File: src/rtl/nvpd_pkg.sv
package nvpd_pkg;

  // Width of a decoded name or value length.
  localparam int LEN_W = 31;
  // Width of the max_size register.
  localparam int SIZE_W = 32;

  localparam logic [SIZE_W-1:0] MAX_SIZE_RESET = 32'd65535;
  // Further bytes that follow the first byte of a four-byte length.
  localparam logic [1:0] LONG_EXTRA_BYTES = 2'd3;

  typedef enum logic [1:0] {
    KIND_HEADER = 2'd0,
    KIND_NAME   = 2'd1,
    KIND_VALUE  = 2'd2,
    KIND_ERROR  = 2'd3
  } kind_t;

  typedef enum logic [2:0] {
    PH_NAME_LEN0 = 3'd0,
    PH_NAME_LEN  = 3'd1,
    PH_VAL_LEN0  = 3'd2,
    PH_VAL_LEN   = 3'd3,
    PH_NAME      = 3'd4,
    PH_VALUE     = 3'd5
  } phase_t;

endpackage

File: src/rtl/name_value_pair_deframer.sv
// Name-value pair deframer. It takes a stream of back-to-back name-value
// pairs, one raw byte per input item, and accepts one item in every clock
// cycle as long as the result side keeps up. Each pair opens with a name
// length and a value length; a length is one byte when its top bit is clear,
// and four big-endian bytes with that top bit masked off otherwise. Length
// bytes produce no result, except the byte that completes the value length:
// it produces a header result carrying both lengths, or a size error result
// when their exact sum exceeds max_size. After a size error the next byte is
// taken as the first name length byte of a new pair. After a header, each
// name byte and then each value byte comes out as its own result. The last
// result of a pair has last_of_pair set; a pair with both lengths zero ends
// on its header. Each item passes from the input through one stage of
// decode logic into the output register, so a result appears in the cycle
// after its byte is accepted, and the input stays ready while that
// register is empty or being emptied in the same cycle. The update of the
// pair state and the length sum compare in the value length phase set the
// clock period. max_size resets to 65535 and should only be written while
// the block is idle; the configuration port is always ready.
module name_value_pair_deframer (
  input  logic                                clk,
  input  logic                                rst,
  input  logic                                cfg_valid,
  output logic                                cfg_ready,
  input  logic [nvpd_pkg::SIZE_W-1:0]         cfg_data,
  input  logic                                in_valid,
  output logic                                in_ready,
  input  logic [7:0]                          in_byte,
  output logic                                out_valid,
  input  logic                                out_ready,
  output nvpd_pkg::kind_t                     kind,
  output logic [7:0]                          data_byte,
  output logic [nvpd_pkg::LEN_W-1:0]          name_length,
  output logic [nvpd_pkg::LEN_W-1:0]          value_length,
  output logic                                last_of_pair
);
  import nvpd_pkg::*;

  // Configuration.
  logic [SIZE_W-1:0] max_size;

  // Pair state.
  phase_t            phase, phase_next;
  logic [1:0]        length_byte_count, length_byte_count_next;
  logic [LEN_W-1:0]  held_name_length, held_name_length_next;
  logic [LEN_W-1:0]  held_value_length, held_value_length_next;
  logic [LEN_W-1:0]  bytes_remaining, bytes_remaining_next;

  // Result of the item at the input, before the output register.
  logic              res_valid;
  kind_t             res_kind;
  logic [7:0]        res_data;
  logic [LEN_W-1:0]  res_name_length;
  logic [LEN_W-1:0]  res_value_length;
  logic              res_last;

  logic              in_fire;
  logic              is_long;
  logic              finishing;
  logic [LEN_W-1:0]  name_shifted;
  logic [LEN_W-1:0]  value_shifted;
  logic [LEN_W-1:0]  final_value_length;
  logic [SIZE_W-1:0] length_sum;
  logic              too_big;

  assign cfg_ready = 1'b1;
  assign in_ready  = !out_valid || out_ready;
  assign in_fire   = in_valid && in_ready;
  assign is_long   = in_byte[7];

  assign name_shifted  = {held_name_length[LEN_W-9:0], in_byte};
  assign value_shifted = {held_value_length[LEN_W-9:0], in_byte};

  // The byte that completes the value length: a short first byte, or the
  // last of the three further bytes of a long length.
  assign finishing = ((phase == PH_VAL_LEN0) && !is_long) ||
                     ((phase == PH_VAL_LEN) && (length_byte_count == 2'd1));
  assign final_value_length = (phase == PH_VAL_LEN0) ?
                              {{(LEN_W-8){1'b0}}, in_byte} : value_shifted;

  // Both lengths are 31 bits, so their sum always fits in 32 bits.
  assign length_sum = {1'b0, held_name_length} + {1'b0, final_value_length};
  assign too_big    = length_sum > max_size;

  // Next state of the pair decoder.
  always_comb begin
    phase_next             = phase;
    length_byte_count_next = length_byte_count;
    held_name_length_next  = held_name_length;
    held_value_length_next = held_value_length;
    bytes_remaining_next   = bytes_remaining;
    unique case (phase)
      PH_NAME_LEN: begin
        held_name_length_next  = name_shifted;
        length_byte_count_next = length_byte_count - 2'd1;
        if (length_byte_count == 2'd1) begin
          phase_next = PH_VAL_LEN0;
        end
      end
      PH_VAL_LEN0, PH_VAL_LEN: begin
        if ((phase == PH_VAL_LEN0) && is_long) begin
          held_value_length_next = {{(LEN_W-7){1'b0}}, in_byte[6:0]};
          length_byte_count_next = LONG_EXTRA_BYTES;
          phase_next             = PH_VAL_LEN;
        end else begin
          held_value_length_next = final_value_length;
          if (phase == PH_VAL_LEN) begin
            length_byte_count_next = length_byte_count - 2'd1;
          end
          if (finishing) begin
            priority if (too_big) begin
              phase_next           = PH_NAME_LEN0;
              bytes_remaining_next = '0;
            end else if (held_name_length != '0) begin
              phase_next           = PH_NAME;
              bytes_remaining_next = held_name_length;
            end else if (final_value_length != '0) begin
              phase_next           = PH_VALUE;
              bytes_remaining_next = final_value_length;
            end else begin
              phase_next           = PH_NAME_LEN0;
              bytes_remaining_next = '0;
            end
          end
        end
      end
      PH_NAME: begin
        bytes_remaining_next = bytes_remaining - {{(LEN_W-1){1'b0}}, 1'b1};
        if (bytes_remaining == {{(LEN_W-1){1'b0}}, 1'b1}) begin
          if (held_value_length != '0) begin
            phase_next           = PH_VALUE;
            bytes_remaining_next = held_value_length;
          end else begin
            phase_next = PH_NAME_LEN0;
          end
        end
      end
      PH_VALUE: begin
        bytes_remaining_next = bytes_remaining - {{(LEN_W-1){1'b0}}, 1'b1};
        if (bytes_remaining == {{(LEN_W-1){1'b0}}, 1'b1}) begin
          phase_next = PH_NAME_LEN0;
        end
      end
      default: begin
        // First name length byte; unused codes behave the same way.
        held_value_length_next = '0;
        bytes_remaining_next   = '0;
        if (is_long) begin
          held_name_length_next  = {{(LEN_W-7){1'b0}}, in_byte[6:0]};
          length_byte_count_next = LONG_EXTRA_BYTES;
          phase_next             = PH_NAME_LEN;
        end else begin
          held_name_length_next  = {{(LEN_W-8){1'b0}}, in_byte};
          length_byte_count_next = 2'd0;
          phase_next             = PH_VAL_LEN0;
        end
      end
    endcase
  end

  // Result produced by the byte at the input.
  always_comb begin
    res_valid        = 1'b0;
    res_kind         = KIND_HEADER;
    res_data         = 8'd0;
    res_name_length  = '0;
    res_value_length = '0;
    res_last         = 1'b0;
    unique case (phase)
      PH_VAL_LEN0, PH_VAL_LEN: begin
        res_valid        = finishing;
        res_kind         = too_big ? KIND_ERROR : KIND_HEADER;
        res_name_length  = held_name_length;
        res_value_length = final_value_length;
        res_last         = too_big || (length_sum == '0);
      end
      PH_NAME: begin
        res_valid = 1'b1;
        res_kind  = KIND_NAME;
        res_data  = in_byte;
        res_last  = (bytes_remaining == {{(LEN_W-1){1'b0}}, 1'b1}) &&
                    (held_value_length == '0);
      end
      PH_VALUE: begin
        res_valid = 1'b1;
        res_kind  = KIND_VALUE;
        res_data  = in_byte;
        res_last  = (bytes_remaining == {{(LEN_W-1){1'b0}}, 1'b1});
      end
      default: begin
        res_valid = 1'b0;
      end
    endcase
  end

  // Configuration register.
  always_ff @(posedge clk) begin
    if (rst) begin
      max_size <= MAX_SIZE_RESET;
    end else if (cfg_valid && cfg_ready) begin
      max_size <= cfg_data;
    end
  end

  // Pair state advances once per accepted item.
  always_ff @(posedge clk) begin
    if (rst) begin
      phase             <= PH_NAME_LEN0;
      length_byte_count <= 2'd0;
      held_name_length  <= '0;
      held_value_length <= '0;
      bytes_remaining   <= '0;
    end else if (in_fire) begin
      phase             <= phase_next;
      length_byte_count <= length_byte_count_next;
      held_name_length  <= held_name_length_next;
      held_value_length <= held_value_length_next;
      bytes_remaining   <= bytes_remaining_next;
    end
  end

  // Output register: refilled whenever it is empty or being taken, so the
  // input never waits on a result that is already on its way out.
  always_ff @(posedge clk) begin
    if (rst) begin
      out_valid <= 1'b0;
    end else if (in_ready) begin
      out_valid <= in_valid && res_valid;
    end
  end

  always_ff @(posedge clk) begin
    if (in_fire && res_valid) begin
      kind         <= res_kind;
      data_byte    <= res_data;
      name_length  <= res_name_length;
      value_length <= res_value_length;
      last_of_pair <= res_last;
    end
  end

endmodule
File: config.mk
export PLATFORM = sky130hd
export DESIGN_NAME = name_value_pair_deframer
export DESIGN_NICKNAME = d
export VERILOG_FILES = /design/src/rtl/nvpd_pkg.sv /design/src/rtl/name_value_pair_deframer.sv
export SDC_FILE = /design/constraint.sdc
export NUM_CORES = 1
export LEC_CHECK = 0
export BUFFER_PORTS_ARGS = -buffer_cell sky130_fd_sc_hd__buf_2
export CAP_MARGIN = 20
export CORE_UTILIZATION = 40
export DETAILED_ROUTE_END_ITERATION = 10
export HOLD_SLACK_MARGIN = 0.15
export PLACE_DENSITY = 0.72
export SLEW_MARGIN = 20
export SYNTH_ARGS = -nofsm -noshare
export SYNTH_HDL_FRONTEND = slang
export SYNTH_SLANG_ARGS = --single-unit
File: constraint.sdc
create_clock -name clk -period 5.7 [get_ports clk]
set_input_delay 1.14 -clock clk [delete_from_list [all_inputs] [get_ports clk]]
set_output_delay 1.14 -clock clk [all_outputs]
set_load 0.1 [all_outputs]
==> impl_metrics.yaml <==
synth:
  netlist_area_um2: 12300
  syn_inst: 1468
  syn_nets: 1575
  ys_top_cells_by_area: "dfxtp_1 (21%), edfxtp_1 (18%), ha_1 (6.2%)"
  ys_seq_area_share_pct: 39.1
  yosysTopAreaCell: "dfxtp_1"
  synth_top_flop_cell: "dfxtp_1"
  synth_cell_types: 78
  syn_area_per_cell_um2: 8.40
  yosys.area.top_type_share_pct: 21.3
  ys_ff_latch: 204
  synth_enable_flop_cells: 73
  async_reset_ff_share_pct: 0
  yosysWarnings: 0
worst_hold_path:
  hold_start: "max_size[6]$_SDFFE_PP1P_"
  worst_hold_path_type: "flip-flop to flip-flop"
drt:
  dr.first_iter.drc_count: 1643
  highest_layer: "met5"
  via_per_inst: 6.11
  met1_length_um: 18000
  dr_wl_met3_um: 4180
  vias: 12200
  dr_wl_met2_um: 18700
  route.detailed.wl_per_inst_um: 21.4
  drc_errors: 0
  totalWireLength_um: 42600
  antenna_left: 0
  dr.pass1.iters: 7
clock_tree:
  cts_buffers: 24
  cts_tree: "yes"
  clkTransAtPathRegs_ns: 0.06
  htreeDepth: 1
  clock_latency_ns: 0.53
  clock_path_buffers: 3
  clkSinkCount: 204
  root_buffer: "clkbuf_16"
worst_setup_path:
  r2r_end: "bytes_remaining[10]$_SDFFE_PP0P_"
  path_max_fanout: 14
  cp-startpoint: "in_byte[0]"
  rr_worst_depth: 23
  critical-path-max-stage-delay_ns: 0.46
  worstSetupEndpoint: "bytes_remaining[10]$_SDFFE_PP0P_"
  path_cells: "buf_2, ha_1, inv_1, fa_1, nand2b_1, a2111oi_4, o2bb2ai_2, a2111o_1, a21oi_1, a221o_1, o211ai_1, ha_1, nand4_1, or2_2, nor3_1, buf_4, nand4_1, a21oi_1, a211o_1, o21ai_2, nand3_1, buf_12, o21ai_0"
  path_class: "input pin to flip-flop"
  cp-end-kind: "flip-flop"
  crit_slowest_cell: "a2111o_1"
  critical_path_arrival_ns: 5.84
  cp-start-kind: "input pin"
  reg2reg_slack_ns: 0.33
  required_ns: 6.08
  rr_startpoint: "phase[1]$_SDFFE_PP0P_"
layout:
  final_nets: 1692
  design_area_um2: 14400
  layout_commonest_cell: "nand2_1"
  instances_no_fill: 1991
  drive_above_1_share_pct: 15.9
  final_cell_mix: "nand2_1 (172), dfxtp_1 (131), a21oi_1 (126)"
  nFillCells: 2893
  area_growth_pct: 16.9
  antenna_cells: 0
global_routing:
  grt_max_degree: 73
  antenna_found_initial: 1
  grt_pass1_vias: 11200
  grt_overflow_total: 0
  grt_use_total_pct: 26.7
  grt_pass1_wl_um: 64800
floorplanning:
  fp.dieW_um: 178
  core_area_um2: 30000
  fp.dieH_um: 178
  io-pin-count: 121
  initial_utilization_pct: 41.1
  rows: 63
  die_area_um2: 31500
job:
  max_cap_violations: 0
pwr:
  power_mw: 4.97
  power_density_nw_per_um2: 345
  ir_drop_mv: 0.225
  p_leak_nw: 6.02
sta:
  setup_slack_ns: 0.247
  rsz0062_at_grt: "no"
  slew_headroom_pct: 23.4
  timing.final.crit_share_pct: 95.7
  worst_slew_pin_slew_ns: 1.14
  setup_viol: 0
  fin_worst_skew_ns: 0.0244
  fmax_ghz: 0.183
  drv_slew: 0
  period_minus_slack_ns: 5.45
  hold_viol_final: 0
placed_design:
  place_congestion: 1.02
  dpl_cell_area_um2: 13600
  place_ws_ns: -0.299
  place_hpwl_um: 31100
  port_buffers: 119
  dpl.cell_count: 1947
outcome:
  status: "complete, no violations"
sequential cells by signal, summed over array words and instances (netlist names):
signal,cells
max_size,32
out_valid,1
length_byte_count,2
data_byte,8
held_name_length,31
kind,2
name_length,31
value_length,31
bytes_remaining,31
last_of_pair,1
phase,3
held_value_length,31
report_power, final:
group | total (mW) | internal [mW] | switching, mW
combinational | 1.86 | 0.564 | 1.29
clock | 1.44 | 0.802 | 0.634
sequential | 1.68 | 1.59 | 0.0854
stage by stage:
step                hold slack (ns)  utilization [%]  setup TNS (ns)
global placement              0.470             45.4          -0.584
CTS                           0.492             47.9               0
detailed placement            0.480             45.5           -8.75
global route                  0.511             48.1               0
floorplan                     0.449                -               0
finish                        0.492             48.1               0
layout make-up:
| class | instances | area, um^2 | area share (%) |
|---|---|---|---|
| clock buffers | 26 | 629 | 4.37 |
| clock inverters | 16 | 104 | 0.721 |
| inverters | 59 | 221 | 1.54 |
| multi-input cells | 1108 | 7000 | 48.6 |
| flip-flops and latches | 204 | 4810 | 33.4 |
| well taps | 390 | 488 | 3.39 |
| repair buffers | 188 | 1150 | 7.95 |
metal layers:
layer | global-route usage [%] | vias up
li1 | - | 5574
met1 | 37.1 | 5792
met2 | 40.9 | 683
met3 | 3.75 | 106
met4 | 12.0 | 2
met5 | 0 | -
timing repair:
action | 4_1_cts | 5_1_grt
resized for setup | 0 | 3
buffers inserted | 0 | 2
setup endpoints to repair | 0 | 33
hold buffers | 0 | 0
Yosys cell counts, drive strengths merged, types with 23 or more instances:
| cell | count |
|---|---|
| edfxtp | 73 |
| clkbuf | 79 |
| and3 | 24 |
| o211ai | 29 |
| a31oi | 27 |
| nor2 | 95 |
| nand2 | 172 |
| nor3 | 36 |
| nor4 | 29 |
| inv | 59 |
| xor2 | 23 |
| dfxtp | 131 |
| o21ai | 86 |
| nand3 | 61 |
| a21oi | 127 |
| ha | 61 |
| and2 | 67 |
| mux2i | 29 |
| xnor2 | 24 |
critical path: cells and delay by family:
family,cells,cell delay (ns)
adder cells (fa/ha/maj),3,0.85
AND/OR/NAND/NOR,6,1.21
buffers and inverters,4,0.47
AO/OA/AOI/OAI,10,2.16
worst min path at each step:
stage,endpoint,slack [ns],cells after the start
6_report,max_size[6]$_SDFFE_PP1P_,0.49,2
5_1_grt,max_size[6]$_SDFFE_PP1P_,0.51,2
2_1_floorplan,max_size[0]$_SDFFE_PP1P_,0.45,2
3_3_place_gp,length_byte_count[1]$_SDFFE_PP0P_,0.47,2
4_1_cts,max_size[6]$_SDFFE_PP1P_,0.49,2
3_5_place_dp,max_size[6]$_SDFFE_PP1P_,0.48,2
logic make-up (layout without fill, tap and decap cells):
group | count (synthesis) | after routing | share of synthesized area, %
buf+inv | 156 | 289 | 4.93
simple gates | 567 | 567 | 23.1
flops | 204 | 204 | 39.1
compound gates | 401 | 401 | 20.8
xor+xnor | 47 | 47 | 3.34
mux | 30 | 30 | 2.45
other cells | 1 | 1 | 0.0304
fa+ha+maj | 62 | 62 | 6.35
No activity file was read; power rests on OpenSTA's default activity.
